**src/rtl/cxyhs_pkg.sv**
```systemverilog
package cxyhs_pkg;

  localparam int CHROMA_W = 16;
  localparam int CODE_W   = 8;
  localparam int HUE_W    = 9;
  localparam int THRESH_W = 17;

  localparam logic [CODE_W-1:0] CODE_MIN = 8'd0;
  localparam logic [CODE_W-1:0] CODE_MAX = 8'd255;
  // Highest code that the threshold search may return
  localparam logic [CODE_W-1:0] CODE_TOP = 8'd254;

  localparam logic [HUE_W-1:0] HUE_BASE_RED   = 9'd0;
  localparam logic [HUE_W-1:0] HUE_BASE_GREEN = 9'd120;
  localparam logic [HUE_W-1:0] HUE_BASE_BLUE  = 9'd240;
  localparam logic [10:0]      HUE_WRAP       = 11'd360;
  localparam logic [15:0]      HUE_SECTOR     = 16'd60;
  localparam logic [15:0]      SAT_SCALE      = 16'd255;

  typedef enum logic [1:0] {
    SEL_RED,
    SEL_GREEN,
    SEL_BLUE
  } hue_sel_e;

  // Clamp flags that ride along with one channel through the divider
  typedef struct packed {
    logic yz;   // y is zero, channel takes its fixed code
    logic le0;  // numerator at or below zero
    logic ge1;  // numerator at or above the divisor
  } chan_flags_t;

  typedef struct packed {
    logic     neg;
    hue_sel_e sel;
  } hue_side_t;

  typedef logic [THRESH_W-1:0] thresh_t;
  typedef thresh_t thresh_tbl_t [256];

  // Fixed-point matrix coefficient magnitude from a micro-unit constant
  function automatic longint coef_q(input longint micro, input int frac);
    return (micro * (longint'(1) << frac) + 64'sd500000) / 64'sd1000000;
  endfunction

  // Smallest 16-bit fraction at or above the linear threshold of each code.
  // Upper codes: t^5 * 269025^12 >= (1000k + 14025)^12 * 2^80.
  function automatic thresh_tbl_t build_thresh();
    thresh_tbl_t   tbl;
    logic [319:0]  base12;
    logic [319:0]  rhs;
    logic [319:0]  lhs;
    longint        lo;
    longint        hi;
    longint        mid;
    base12 = 320'd1;
    for (int i = 0; i < 12; i++) begin
      base12 = base12 * 320'd269025;
    end
    tbl[0]   = '0;
    tbl[255] = 17'd65536;
    for (int k = 1; k <= 254; k++) begin
      if (k <= 10) begin
        tbl[k] = THRESH_W'((longint'(k) * 6553600 + 329459) / 329460);
      end else begin
        rhs = 320'd1;
        for (int i = 0; i < 12; i++) begin
          rhs = rhs * 320'(1000 * k + 14025);
        end
        rhs = rhs << 80;
        lo = 0;
        hi = 65536;
        while (lo < hi) begin
          mid = (lo + hi) >> 1;
          lhs = base12;
          for (int i = 0; i < 5; i++) begin
            lhs = lhs * 320'(mid);
          end
          if (lhs >= rhs) begin
            hi = mid;
          end else begin
            lo = mid + 1;
          end
        end
        tbl[k] = THRESH_W'(lo);
      end
    end
    return tbl;
  endfunction

  localparam thresh_tbl_t THRESH = build_thresh();

endpackage

```
**src/rtl/cxyhs_div.sv**
```systemverilog
// Pipelined restoring divider, one quotient bit per stage.
// The dividend must be below divisor * 2^QW.
module cxyhs_div #(
  parameter int DW = 8,
  parameter int QW = 8,
  parameter int SW = 1
) (
  input  logic                 clk_i,
  input  logic                 rst_ni,
  input  logic                 en_i,
  input  logic                 valid_i,
  input  logic [DW+QW-1:0]     dividend_i,
  input  logic [DW-1:0]        divisor_i,
  input  logic [SW-1:0]        side_i,
  output logic                 valid_o,
  output logic [QW-1:0]        quot_o,
  output logic [SW-1:0]        side_o
);

  localparam int NW = DW + QW;

  logic [NW-1:0] rem_q  [QW];
  logic [DW-1:0] den_q  [QW];
  logic [QW-1:0] quo_q  [QW];
  logic [SW-1:0] side_q [QW];
  logic [QW-1:0] vld_q;

  for (genvar s = 0; s < QW; s++) begin : g_stage
    logic [NW-1:0] rem_in;
    logic [DW-1:0] den_in;
    logic [QW-1:0] quo_in;
    logic [SW-1:0] side_in;
    logic          vld_in;
    logic [NW-1:0] shifted;
    logic          take;
    logic [NW-1:0] rem_d;
    logic [QW-1:0] quo_d;

    if (s == 0) begin : g_first
      assign rem_in  = dividend_i;
      assign den_in  = divisor_i;
      assign quo_in  = '0;
      assign side_in = side_i;
      assign vld_in  = valid_i;
    end else begin : g_next
      assign rem_in  = rem_q[s-1];
      assign den_in  = den_q[s-1];
      assign quo_in  = quo_q[s-1];
      assign side_in = side_q[s-1];
      assign vld_in  = vld_q[s-1];
    end

    assign shifted = NW'(den_in) << (QW - 1 - s);
    assign take    = rem_in >= shifted;
    assign rem_d   = take ? rem_in - shifted : rem_in;
    assign quo_d   = {quo_in[QW-2:0], take};

    always_ff @(posedge clk_i or negedge rst_ni) begin
      if (!rst_ni) begin
        vld_q[s] <= 1'b0;
      end else if (en_i) begin
        vld_q[s] <= vld_in;
      end
    end

    always_ff @(posedge clk_i) begin
      if (en_i) begin
        rem_q[s]  <= rem_d;
        den_q[s]  <= den_in;
        quo_q[s]  <= quo_d;
        side_q[s] <= side_in;
      end
    end
  end

  assign valid_o = vld_q[QW-1];
  assign quot_o  = quo_q[QW-1];
  assign side_o  = side_q[QW-1];

endmodule

```
**src/rtl/cxyhs_hsv.sv**
```systemverilog
// RGB codes to hue and saturation, ending in the output register.
module cxyhs_hsv
  import cxyhs_pkg::*;
(
  input  logic              clk_i,
  input  logic              rst_ni,
  input  logic              en_i,
  input  logic              valid_i,
  input  logic [CODE_W-1:0] r_i,
  input  logic [CODE_W-1:0] g_i,
  input  logic [CODE_W-1:0] b_i,
  output logic              valid_o,
  output logic [HUE_W-1:0]  hue_o,
  output logic [CODE_W-1:0] sat_o
);

  // Stage A: max, min, sector, signed difference
  logic [CODE_W-1:0] mx_d, mn_d, mx_q, mn_q;
  hue_sel_e          sel_d, sel_q;
  logic signed [8:0] diff_d, diff_q;
  logic              va_q;

  always_comb begin
    mx_d = (r_i > g_i) ? r_i : g_i;
    if (b_i > mx_d) begin
      mx_d = b_i;
    end
    mn_d = (r_i < g_i) ? r_i : g_i;
    if (b_i < mn_d) begin
      mn_d = b_i;
    end
    // red wins ties, then green
    priority if (mx_d == r_i) begin
      sel_d  = SEL_RED;
      diff_d = $signed({1'b0, g_i}) - $signed({1'b0, b_i});
    end else if (mx_d == g_i) begin
      sel_d  = SEL_GREEN;
      diff_d = $signed({1'b0, b_i}) - $signed({1'b0, r_i});
    end else begin
      sel_d  = SEL_BLUE;
      diff_d = $signed({1'b0, r_i}) - $signed({1'b0, g_i});
    end
  end

  always_ff @(posedge clk_i or negedge rst_ni) begin
    if (!rst_ni) begin
      va_q <= 1'b0;
    end else if (en_i) begin
      va_q <= valid_i;
    end
  end

  always_ff @(posedge clk_i) begin
    if (en_i) begin
      mx_q   <= mx_d;
      mn_q   <= mn_d;
      sel_q  <= sel_d;
      diff_q <= diff_d;
    end
  end

  // Stage B: divider operands
  logic [CODE_W-1:0] delta_w;
  logic [8:0]        absd_w;
  logic [15:0]       hnum_d, snum_d, hnum_q, snum_q;
  logic [CODE_W-1:0] delta_q, mxb_q;
  hue_side_t         hside_d, hside_q;
  logic              zero_d, zero_q;
  logic              vb_q;

  always_comb begin
    delta_w     = mx_q - mn_q;
    zero_d      = (delta_w == '0);
    hside_d.neg = diff_q[8];
    hside_d.sel = sel_q;
    absd_w      = diff_q[8] ? 9'(-diff_q) : 9'(diff_q);
    hnum_d      = 16'(absd_w[7:0]) * HUE_SECTOR;
    snum_d      = 16'(delta_w) * SAT_SCALE;
  end

  always_ff @(posedge clk_i or negedge rst_ni) begin
    if (!rst_ni) begin
      vb_q <= 1'b0;
    end else if (en_i) begin
      vb_q <= va_q;
    end
  end

  always_ff @(posedge clk_i) begin
    if (en_i) begin
      hnum_q  <= hnum_d;
      snum_q  <= snum_d;
      delta_q <= delta_w;
      mxb_q   <= mx_q;
      hside_q <= hside_d;
      zero_q  <= zero_d;
    end
  end

  // Two dividers in lockstep
  logic                    hd_v;
  logic [CODE_W-1:0]       hq, sq;
  logic [$bits(hue_side_t)-1:0] hd_side;
  logic                    sd_zero;

  cxyhs_div #(
    .DW (CODE_W),
    .QW (CODE_W),
    .SW ($bits(hue_side_t))
  ) u_hue_div (
    .clk_i      (clk_i),
    .rst_ni     (rst_ni),
    .en_i       (en_i),
    .valid_i    (vb_q),
    .dividend_i (hnum_q),
    .divisor_i  (delta_q),
    .side_i     (hside_q),
    .valid_o    (hd_v),
    .quot_o     (hq),
    .side_o     (hd_side)
  );

  cxyhs_div #(
    .DW (CODE_W),
    .QW (CODE_W),
    .SW (1)
  ) u_sat_div (
    .clk_i      (clk_i),
    .rst_ni     (rst_ni),
    .en_i       (en_i),
    .valid_i    (vb_q),
    .dividend_i (snum_q),
    .divisor_i  (mxb_q),
    .side_i     (zero_q),
    .valid_o    (),
    .quot_o     (sq),
    .side_o     (sd_zero)
  );

  // Stage C: signed hue, wrap, output register
  hue_side_t          hs;
  logic [HUE_W-1:0]   base;
  logic signed [10:0] hsum;
  logic [HUE_W-1:0]   hue_d, hue_q;
  logic [CODE_W-1:0]  sat_d, sat_q;
  logic               vo_q;

  always_comb begin
    hs = hue_side_t'(hd_side);
    unique case (hs.sel)
      SEL_RED:   base = HUE_BASE_RED;
      SEL_GREEN: base = HUE_BASE_GREEN;
      SEL_BLUE:  base = HUE_BASE_BLUE;
      default:   base = HUE_BASE_RED;
    endcase
    if (hs.neg) begin
      hsum = $signed({2'b00, base}) - $signed({3'b000, hq});
    end else begin
      hsum = $signed({2'b00, base}) + $signed({3'b000, hq});
    end
    if (hsum < 0) begin
      hsum = hsum + $signed(HUE_WRAP);
    end
    if (sd_zero) begin
      hue_d = '0;
      sat_d = '0;
    end else begin
      hue_d = hsum[HUE_W-1:0];
      sat_d = sq;
    end
  end

  always_ff @(posedge clk_i or negedge rst_ni) begin
    if (!rst_ni) begin
      vo_q <= 1'b0;
    end else if (en_i) begin
      vo_q <= hd_v;
    end
  end

  always_ff @(posedge clk_i) begin
    if (en_i) begin
      hue_q <= hue_d;
      sat_q <= sat_d;
    end
  end

  assign valid_o = vo_q;
  assign hue_o   = hue_q;
  assign sat_o   = sat_q;

endmodule

```
**config.mk**
```make
export PLATFORM = sky130hd
export DESIGN_NAME = cxyhs_hsv
export DESIGN_NICKNAME = d
export VERILOG_FILES = /design/src/rtl/cxyhs_pkg.sv /design/src/rtl/cxyhs_div.sv /design/src/rtl/cxyhs_hsv.sv
export SDC_FILE = /design/constraint.sdc
export NUM_CORES = 1
export LEC_CHECK = 0
export ABC_AREA = 1
export BUFFER_PORTS_ARGS = -buffer_cell sky130_fd_sc_hd__buf_2
export CAP_MARGIN = 20
export CORE_MARGIN = 8
export CORE_UTILIZATION = 30
export CTS_BUF_LIST = sky130_fd_sc_hd__clkbuf_8
export DETAILED_ROUTE_END_ITERATION = 10
export GPL_TIMING_DRIVEN = 1
export PLACE_DENSITY = 0.54
export SYNTH_ARGS = -nofsm -noshare
export SYNTH_HDL_FRONTEND = slang
export SYNTH_SLANG_ARGS = --single-unit
```
**constraint.sdc**
```tcl
create_clock -name clk_i -period 8.19 [get_ports clk_i]
set_input_delay 1.638 -clock clk_i [delete_from_list [all_inputs] [get_ports clk_i]]
set_output_delay 1.638 -clock clk_i [all_outputs]
set_load 0.05 [all_outputs]
```
==> After elaboration in Yosys (flattened, before gate mapping) <==
Memory sizes are Yosys's and may differ from the RTL's. A register that Yosys moved wholly into a read port is not among the register bits.
Index checks and enable logic that the tools add are counted.
{ "totals": {"output_inout_bits": 18, "mem_count": 8, "ramBits": 544, "rom_bits": 0, "reg_bits": 95, "wordCells": 112, "inputBits": 28, "latchBits": 0} }
{ "op_classes": {"multipliers": 2, "n_bitwise": 0, "reduce_logical": 1, "n_lt_le_gt_ge": 21, "eq_ne": 4, "n_div": 0, "n_mux": 29, "addsub": 24, "shift": 0} }
{ "mem_list": {"columns": ["name", "words", "width", "read_ports", "rd_clocked_by_memory_dff", "write_ports", "line_no", "source"], "rows": [
  ["u_hue_div.rem_q", 8, 16, 7, 0, 8, "cxyhs_div.sv:22", "logic [NW-1:0] rem_q [QW];"],
  ["u_sat_div.rem_q", 8, 16, 7, 0, 8, "cxyhs_div.sv:22", null],
  ["u_hue_div.den_q", 8, 8, 7, 0, 8, "cxyhs_div.sv:23", "logic [DW-1:0] den_q [QW];"],
  ["u_hue_div.quo_q", 8, 8, 8, 0, 8, "cxyhs_div.sv:24", "logic [QW-1:0] quo_q [QW];"],
  ["u_sat_div.den_q", 8, 8, 7, 0, 8, "cxyhs_div.sv:23", null],
  ["u_sat_div.quo_q", 8, 8, 8, 1, 8, "cxyhs_div.sv:24", null],
  ["2 more memories", null, null, null, null, null, null, null]
]} }
{ "op_table": {"columns": ["operator", "count"], "rows": [
  ["$mux 16", 16],
  ["$mux 8", 5],
  ["$ge 16x10->1", 2],
  ["$ge 16x11->1", 2],
  ["$ge 16x12->1", 2],
  ["$ge 16x13->1", 2],
  ["$ge 16x14->1", 2],
  ["$ge 16x8->1", 2],
  ["$ge 16x9->1", 2],
  ["$sub 16x10->16", 2],
  ["$sub 16x11->16", 2],
  ["$sub 16x12->16", 2],
  ["$sub 16x13->16", 2],
  ["$sub 16x14->16", 2],
  ["$sub 16x8->16", 2],
  ["$sub 16x9->16", 2],
  ["$mux 9", 3],
  ["$sub 8x8->9", 3],
  ["$eq 8x8->1", 2],
  ["$ge 16x15->1", 1],
  ["$gt 8x8->1", 2],
  ["$lt 8x8->1", 2],
  ["$mul 8x8->16 const B", 1],
  ["$pmux 8 s2", 1],
  ["16 further kinds", 17]
]} }

==> Logic depth before layout (Yosys ltp) <==
Gate-level depths: netlist (run 1).
{ "depth": {"depth_word": 7, "ltp_mapped": 31, "ltp_nobuf": 29} }

==> By module <==
Synthesis (run 1) repeated with hierarchy kept, for this count alone.
{ "unflattened": {"cells_unflattened": 3734, "area_unflattened_um2": 33712.3} }
{ "by_module_without_submodules": {"columns": ["mod", "area_each_um2", "instances", "cells_per_inst"], "rows": [
  ["cxyhs_div (u_hue_div)", 12602.1, 1, 1366],
  ["cxyhs_div (u_sat_div)", 12085.3, 1, 1342],
  ["cxyhs_hsv", 9024.9, 1, 1026]
]} }

==> Least setup slack after synthesis (run 1) <==
Ideal clock, no wire load.
{ "synth_timing": {"path_type": "register to register", "startpoint": "register mx_q[0]", "endpoint": "register snum_q[15], data pin", "path_stages_with_launch": 29, "t_arrival_ns": 5.638, "slack_ns": 2.292, "n_path_buf": 0, "setup_time_ns": 0.260, "period_less_slack_ns": 5.898, "cell_sequence": "edfxtp_1 -> inv_1 -> ha_1 -> inv_1 -> fa_1 -> nand3_1 -> and2_1 -> nor2_1 -> nor2_1 -> o21bai_1 -> xor2_1 -> inv_1 -> fa_1 -> inv_1 -> fa_1 -> fa_1 -> inv_1 -> fa_1 -> ha_1 -> nand2_1 -> o21ai_0 -> a21oi_1 -> o31ai_1 -> nand2_1 -> inv_1 -> nor2_1 -> nor2_1 -> nor2_1 -> xor2_1"} }
{ "synth_between": {"elab_chain_cells": 2} }
{ "synth_lines": {"columns": ["element", "line_no", "source"], "rows": [
  ["from (decl)", "cxyhs_hsv.sv:18", "logic [CODE_W-1:0] mx_d, mn_d, mx_q, mn_q;"],
  ["from (signal assigned)", "cxyhs_hsv.sv:55", "mx_q <= mx_d;"],
  ["$sub 8x8->8", "cxyhs_hsv.sv:72", "delta_w = mx_q - mn_q;"],
  ["net delta_w[6]", "cxyhs_hsv.sv:63", "logic [CODE_W-1:0] delta_w;"],
  ["$mul 8x8->16", "cxyhs_hsv.sv:78", "snum_d = 16'(delta_w) * SAT_SCALE;"],
  ["net snum_d[15]", "cxyhs_hsv.sv:65", "logic [15:0] hnum_d, snum_d, hnum_q, snum_q;"],
  ["to (signal assigned)", "cxyhs_hsv.sv:92", "snum_q <= snum_d;"],
  ["to (decl)", "cxyhs_hsv.sv:65", null]
]} }
The timed path passes the listed nets, and every way through them passes these cells.
A chain may end at the register's enable or synchronous reset.

==> Worst setup path in the final report (run 1) <==
{ "layout_timing": {"startpoint": "register mx_q[0]", "endpoint": "register snum_q[14], data pin"} }
Same word-level chain as after synthesis.

==> parameters.txt, run 1 <==
Parameter                              Value

Job
  Count of maximum capacitance violations ... 0

Clock network
  Root buffer cell ... sky130_fd_sc_hd__clkbuf_8
  Hold buffers post-CTS ... 0
  Clock latency on the worst-skew pair ... 0.67 ns
  CTS HTree Levels ... 3
  Number of buffers created by CTS ... 93
  Post-cts resize count ... 0
  Number of setup buffers added after CTS ... 0
  Number of buffers on the longest clock path ... 3
  Clock slew at the register clock pins of the worst setup and hold paths ... 0.06 ns
  Clock sink total ... 522
  TritonCTS clock tree ... yes

Floorplan
  Die Area ... roughly 0.11 mm^2
  Cell row count ... 115
  Floorplan die width ... about 330 um
  Total core area ... 0.0981 mm^2
  Die height ... ~330 um
  Ports placed on the boundary ... 46
  Effective utilization at floorplan ... ~30%

Route
  Routed Wire Length ... between 50000 and 60000 um
  Count of routing violations after the opening detailed-route iteration ... 866
  DR WL/cell ... around 13 um
  Via/cell ratio ... 4.39
  Routed metal-1 wirelength ... 23600 um
  Total via count after detailed routing ... 18844
  WL met2 ... 26800 um
  Post-detailed-route count of antenna-violating nets ... 0
  Number of DRC violations after detailed routing ... 0
  Met3 wire len ... 2190 um
  Number of iterations in the first detailed-routing pass ... 6
  Max Used Layer ... met4

Timing
  RSZ-0062 raised after global routing ... false
  Total count of max-transition violations in the final report ... 0
  Fin Clk Skew ... 0.0329 ns
  Setup TNS ... 0 ns
  Post-layout minimum cycle time ... 6.34 ns
  Measured slew at the worst slew-check pin ... ~0.91 ns
  Final setup violation count ... 0
  Final Worst Setup Slack ... between 1.5 and 2 ns
  Max transition margin ... 39.4%
  Final hold violation count ... 0
  Top achievable clock speed ... 158 MHz
  Final clock period utilization by the worst path ... 77.4%

Place
  Placement-stage cell area ... 0.0314 mm^2
  DP HPWL ... approximately 40000 um
  Post-Place Setup Slack ... between 1.5 and 2 ns
  Final Wtd Congestion ... 0.883
  Number of buffers added on ports ... 45

Global route
  Pin count of the biggest net entering global routing ... 159
  Initial antenna violation count ... 1
  Total Routing Usage GR ... between 9 and 10%
  GR Overflow Total ... 0
  Vias in the first global route ... 19150
  First-pass GRT wire length ... between 90000 and 100000 um

Status
  Status ... finished, final reports clean

Setup path
  Max FO, Critical Path ... 6
  Arrival @ worst endpoint ... 6.72 ns
  Critical Path Stages ... 25
  Critical-path top delay cell ... sky130_fd_sc_hd__fa_1
  Critical path's largest stage delay ... slightly above 0.6 ns
  Critical Setup Path Class ... reg2reg
  Crit path required time ... 8.58 ns
  Kind of cell adding the most delay to the critical path ... adder cells
  Critical path launch point type ... flip-flop
  Critical Path End Type ... flip-flop
  Worst path most repeated cell ... sky130_fd_sc_hd__inv_1
  Cells on worst reg2reg path ... 25
  Buffers plus inverters on the worst setup path ... 8

Synth
  Total of flip-flops plus latches after synthesis ... roughly 520
  Cell accounting for the most synthesized area ... sky130_fd_sc_hd__edfxtp_1
  Distinct cell type count of the synthesized netlist ... 57
  Sequential element share of the synthesized area ... a little over half
  Portion of synthesized cell area occupied by the leading cell type ... 51.8%
  Top FF cell, synth ... sky130_fd_sc_hd__edfxtp_1
  Post-Synthesis Net Count ... 3154
  Async S/R FF share, synth ... 2.11%
  Combined area of all synthesized cells ... between 0.02 and 0.03 mm^2
  Synthesis Warnings ... 0
  Mean area per synthesized cell ... between 10 and 15 um^2
  Synthesized instance count ... 2821
  Cell types with the largest area share after synthesis ... sky130_fd_sc_hd__edfxtp_1 52%, sky130_fd_sc_hd__ha_1 10%, sky130_fd_sc_hd__inv_1 6.1%, sky130_fd_sc_hd__nand2_1 5.3%, sky130_fd_sc_hd__fa_1 4.1%
  Post-synth EDFFs ... 511

Finish
  Layout cell share with drive strength beyond 1 ... 7.55%
  Area added between synthesis and finish ... 12.2%
  Number of filler cells placed in the layout ... roughly 9900
  Post-layout nets ... between 3000 and 4000
  Area of all placed cells without fillers ... ~0.033 mm^2

Hold path
  Path class of the lowest-slack min-delay path ... reg2reg
  Worst hold path depth ... 0
final timing paths:
path	slack, ns	endpoint	start
worst max-delay path	1.85	snum_q[14]	mx_q[0]
worst min-delay path	0.40	u_sat_div.quo_q[3][3]	u_sat_div.quo_q[2][2]
worst max register to register	1.85	snum_q[14]	mx_q[0]
worst min register to register	0.40	u_sat_div.quo_q[3][3]	u_sat_div.quo_q[2][2]
max in group asynchronous	7.15	u_hue_div.g_stage[6].vld_in	rst_ni
min in group asynchronous	0.84	va_q	rst_ni
registers in the layout, indices dropped and copies added (netlist names), 2 cells and up:
name                      count
mn_q                          8
mxb_q                         8
hside_q                       3
u_sat_div.quo_q              36
u_hue_div.rem_q              99
sat_o                         8
u_hue_div.den_q              56
delta_q                       7
u_hue_div.side_q             24
mx_q                          8
hue_o                         9
u_sat_div.rem_q             105
u_sat_div.den_q              56
diff_q                        9
sel_q                         2
u_hue_div.quo_q              36
u_sat_div.side_q              8
snum_q                       16
hnum_q                       12
u_hue_div.g_stage.vld_in      7
per-layer routing:
layer,up-vias,track usage (%)
met4,0,4.10
li1,9821,-
met3,108,1.94
met1,8606,11.3
met5,-,0
met2,309,17.9
placed cells by master, fill, tap and decap left out, types with 10 or more instances in the layout:
cell type                  netlist  routed
sky130_fd_sc_hd__a21oi_1       201     201
sky130_fd_sc_hd__clkbuf_8        0      95
sky130_fd_sc_hd__edfxtp_1      511     511
sky130_fd_sc_hd__nand3_1       110     110
sky130_fd_sc_hd__nor2_1        202     202
sky130_fd_sc_hd__nor4_1         23      23
sky130_fd_sc_hd__nand4_1        20      20
sky130_fd_sc_hd__nand2_2        11      11
sky130_fd_sc_hd__o31ai_1        10      10
sky130_fd_sc_hd__or2_2          16      16
sky130_fd_sc_hd__fa_1           61      61
sky130_fd_sc_hd__ha_1          244     244
sky130_fd_sc_hd__nand2_1       417     417
sky130_fd_sc_hd__inv_1         480     506
sky130_fd_sc_hd__nand3b_1       10      10
sky130_fd_sc_hd__o21ai_0       175     175
sky130_fd_sc_hd__clkinv_1        1      22
sky130_fd_sc_hd__dfrtp_1        11      11
sky130_fd_sc_hd__xor2_1        105     105
sky130_fd_sc_hd__nand2_4        10      10
sky130_fd_sc_hd__buf_2           7      44
sky130_fd_sc_hd__xnor2_1        51      51
sky130_fd_sc_hd__nor3_1         30      30
worst reg2reg max path: stages (launching register included):
cell and delay, ns:
sky130_fd_sc_hd__edfxtp_1 0.38, sky130_fd_sc_hd__inv_1 0.07, sky130_fd_sc_hd__ha_1 0.13, sky130_fd_sc_hd__inv_1 0.06, sky130_fd_sc_hd__fa_1 0.40, sky130_fd_sc_hd__nand3_1 0.09
sky130_fd_sc_hd__and2_1 0.16, sky130_fd_sc_hd__xor2_1 0.57, sky130_fd_sc_hd__inv_1 0.25, sky130_fd_sc_hd__fa_1 0.62, sky130_fd_sc_hd__inv_1 0.07, sky130_fd_sc_hd__fa_1 0.49
sky130_fd_sc_hd__inv_1 0.06, sky130_fd_sc_hd__fa_1 0.53, sky130_fd_sc_hd__inv_1 0.05, sky130_fd_sc_hd__fa_1 0.52, sky130_fd_sc_hd__inv_1 0.04, sky130_fd_sc_hd__ha_1 0.35
sky130_fd_sc_hd__a21oi_1 0.15, sky130_fd_sc_hd__inv_1 0.05, sky130_fd_sc_hd__a31oi_1 0.24, sky130_fd_sc_hd__o21ai_0 0.17, sky130_fd_sc_hd__a21boi_0 0.31, sky130_fd_sc_hd__o21bai_1 0.10
sky130_fd_sc_hd__a21oi_1 0.16, sky130_fd_sc_hd__xor2_1 0.09
final cells by class:
cell class / instances / area (um^2) / area share [%]
clock buffer: 95 / 1310 / 3.93
tap: 1287 / 1610 / 4.85
timing repair buffer: 51 / 305 / 0.919
sequential: 522 / 15600 / 47.0
inverter: 483 / 1810 / 5.46
clock inverter: 69 / 541 / 1.63
multi-input combinational: 1787 / 12000 / 36.2
antenna: 1 / 2.50 / 0.00753
Yosys cell counts (4+ instances only):
cell                        count
sky130_fd_sc_hd__nand4_1       20
sky130_fd_sc_hd__fa_1          61
sky130_fd_sc_hd__nand3_2        4
sky130_fd_sc_hd__a21o_1         6
sky130_fd_sc_hd__or2_2         16
sky130_fd_sc_hd__o21a_1         4
sky130_fd_sc_hd__nand3b_1      10
sky130_fd_sc_hd__nand3_4        4
sky130_fd_sc_hd__o21ai_0      175
sky130_fd_sc_hd__nor2_1       202
sky130_fd_sc_hd__nand3_1      110
sky130_fd_sc_hd__a31oi_1        8
sky130_fd_sc_hd__nor4_1        23
sky130_fd_sc_hd__xnor2_1       51
sky130_fd_sc_hd__clkbuf_1      18
sky130_fd_sc_hd__buf_2          7
sky130_fd_sc_hd__nor2_4         4
sky130_fd_sc_hd__nor3_1        30
sky130_fd_sc_hd__a211oi_1       4
sky130_fd_sc_hd__o211ai_1       8
sky130_fd_sc_hd__edfxtp_1     511
sky130_fd_sc_hd__ha_1         244
sky130_fd_sc_hd__a21oi_1      201
sky130_fd_sc_hd__dfrtp_1       11
sky130_fd_sc_hd__nand2_2       11
sky130_fd_sc_hd__nand2_4       10
sky130_fd_sc_hd__o31ai_1       10
sky130_fd_sc_hd__mux2_2         4
sky130_fd_sc_hd__xor2_1       105
sky130_fd_sc_hd__o21bai_1       8
sky130_fd_sc_hd__inv_1        480
sky130_fd_sc_hd__nand2_1      417
sky130_fd_sc_hd__o2111ai_1      5
cells by family (layout without fill, tap and decap cells):
group | count (synthesis) | after routing | share of synthesized area [%]
DFF | 522 | 522 | 52.8
and+or+nand+nor | 873 | 873 | 13.2
adders and majority gates | 305 | 305 | 14.4
muxes | 5 | 5 | 0.186
other | 0 | 1 | 0
AOI/OAI and AO/OA | 448 | 448 | 8.20
xor gates and xnor gates | 156 | 156 | 4.62
buffers and inverters | 512 | 698 | 6.60
stage by stage:
stage                     instances  util, %  hold slack, ns
after global placement         4130     32.0           0.401
after floorplan                2821        -           0.400
after detailed placement       4130     32.0           0.405
after global routing           4295     33.9           0.384
final                          4295     33.9           0.396
after CTS                      4294     33.9           0.378
Power of run 1 is left out: the tool's default activity adds up to more than one toggle a clock period on the data nets, which glitch-free logic cannot reach.
==> inputs of run 2 (changes only) <==
- clock period: 8.19 -> 6.3 ns (I/O delays scaled with it)
==> parameters.txt, run 2 (same netlist as run 1, synthesis figures left out) <==
Parameter                              Value

Place
  Placed Cells incl. Taps ... 4139
  Number of buffers added on ports ... 45
  Post-Place Setup Slack ... 0.527 ns
  DP HPWL ... about 40000 um
  Final Wtd Congestion ... between 0.8 and 0.9

Setup path
  Critical Path End Type ... flip-flop
  Reg-to-Reg Start ... mx_q[0]
  Arrival @ worst endpoint ... 6.10 ns
  Critical-path top delay cell ... sky130_fd_sc_hd__fa_1
  Crit path required time ... between 6 and 7 ns
  Worst path most repeated cell ... sky130_fd_sc_hd__inv_1
  Critical path launch point type ... flip-flop
  Kind of cell adding the most delay to the critical path ... adder cells
  Critical path's largest stage delay ... between 0.5 and 0.6 ns
  Critical Setup Path Class ... reg2reg
  Worst setup path start ... mx_q[0]
  Buffers plus inverters on the worst setup path ... 6
  Max FO, Critical Path ... 5

Timing
  Final clock period utilization by the worst path ... 90.8%
  Fin Clk Skew ... 0.0229 ns
  Final setup violation count ... 0
  Measured slew at the worst slew-check pin ... 0.873 ns
  Max transition margin ... 41.6%
  Setup TNS ... 0 ns
  Top achievable clock speed ... 175 MHz
  Total count of max-transition violations in the final report ... 0
  Final Worst Setup Slack ... 0.580 ns
  Final hold violation count ... 0
  Post-layout minimum cycle time ... 5.72 ns
  RSZ-0062 raised after global routing ... false

Route
  Total via count after detailed routing ... 18710
  Via/cell ratio ... 4.34
  Count of routing violations after the opening detailed-route iteration ... 797
  Number of iterations in the first detailed-routing pass ... 5
  DR WL/cell ... 12.4 um
  Routed Wire Length ... about 54000 um
  Number of DRC violations after detailed routing ... 0
  Post-detailed-route count of antenna-violating nets ... 0

Hold path
  Hold Path Origin ... u_sat_div.quo_q[3][3]
  Path class of the lowest-slack min-delay path ... reg2reg

Global route
  GR Overflow Total ... 0
  Pin count of the biggest net entering global routing ... 130
  Initial antenna violation count ... 1
  First-pass GRT wire length ... roughly 89000 um
  Vias in the first global route ... 18856
  Total Routing Usage GR ... 9.80%

Floorplan
  Die Area ... 0.109 mm^2
  Total core area ... 0.0981 mm^2
  Cell row count ... between 100 and 150
  Die height ... 330 um
  Floorplan die width ... around 330 um
  Ports placed on the boundary ... between 40 and 50
  Effective utilization at floorplan ... 30.2%

Job
  Count of maximum capacitance violations ... 0

Clock network
  Number of buffers on the longest clock path ... 3
  Post-cts resize count ... 0
  CTS HTree Levels ... 3
  TritonCTS clock tree ... yes
  Clock slew at the register clock pins of the worst setup and hold paths ... 0.06 ns
  Clock latency on the worst-skew pair ... around 0.65 ns
  Clock sink total ... 522
  Number of buffers created by CTS ... 92
  Root buffer cell ... sky130_fd_sc_hd__clkbuf_8
  Number of setup buffers added after CTS ... 0
  Hold buffers post-CTS ... 0

Finish
  Top Registers ... u_sat_div.rem_q: 105 flops, u_hue_div.rem_q: 99 flops
  Largest reg by FF count ... u_sat_div.rem_q
  Number of flip-flops under the largest register name ... 105
  Layout cell share with drive strength beyond 1 ... 7.75%
  Highest-count cells in the layout ignoring fill and taps ... 512 x sky130_fd_sc_hd__inv_1, 511 x sky130_fd_sc_hd__edfxtp_1, 417 x sky130_fd_sc_hd__nand2_1
  Post-layout nets ... approximately 3300
  Area added between synthesis and finish ... 12.1%
  Cell Count, Final, Fillers Out ... 4307
  Most common cell after layout, fill and taps aside ... sky130_fd_sc_hd__inv_1

Status
  Status ... finished, final reports clean
## run 2: cell types whose count changed in the layout (fill, tap and decap cells not counted), sizes merged
cell,delta
clkinvlp,+2
buf,+9
bufinv,-3
inv,+7
clkbuf,-3
## run 2: final timing paths
path / slack [ns] / cells past startpoint / end
min: 0.41 / 0 / u_sat_div.quo_q[4][4]
min reg2reg: 0.41 / 0 / u_sat_div.quo_q[4][4]
max in group asynchronous: 5.62 / 1 / u_hue_div.g_stage[4].vld_in
max: 0.58 / 28 / snum_q[15]
max reg2reg: 0.58 / 28 / snum_q[15]
min in group asynchronous: 0.47 / 1 / u_hue_div.valid_o
## run 2: cell type report
cell class	count	area [um^2]
diodes	1	2.50
clock buffers	92	1270
flip-flops and latches	522	15600
fillers	9929	64900
inverters	483	1810
well taps	1287	1610
clock inverters	75	454
repair buffers	60	398
multi-input cells	1787	12000
## run 2: metal layers
layer | routed length, um | global-route usage [%] | part of all wire (%) | up-vias
met5 | 0 | 0 | 0 | -
met2 | 26500 | 17.6 | 50 | 265
met3 | 2210 | 1.94 | 4.1 | 105
li1 | - | - | - | 9855
met4 | 1780 | 4.30 | 3.3 | 0
met1 | 23000 | 11.2 | 43 | 8485
## run 2: stage by stage
step	instance area (um^2)	hold slack, ns	utilization (%)
floorplan	29600	0.400	-
global placement	31500	0.401	32.1
detailed placement	31500	0.405	32.1
CTS	33200	0.373	33.8
global route	33200	0.415	33.8
finish	33200	0.407	33.8
Power of run 2 is left out for the same reason.
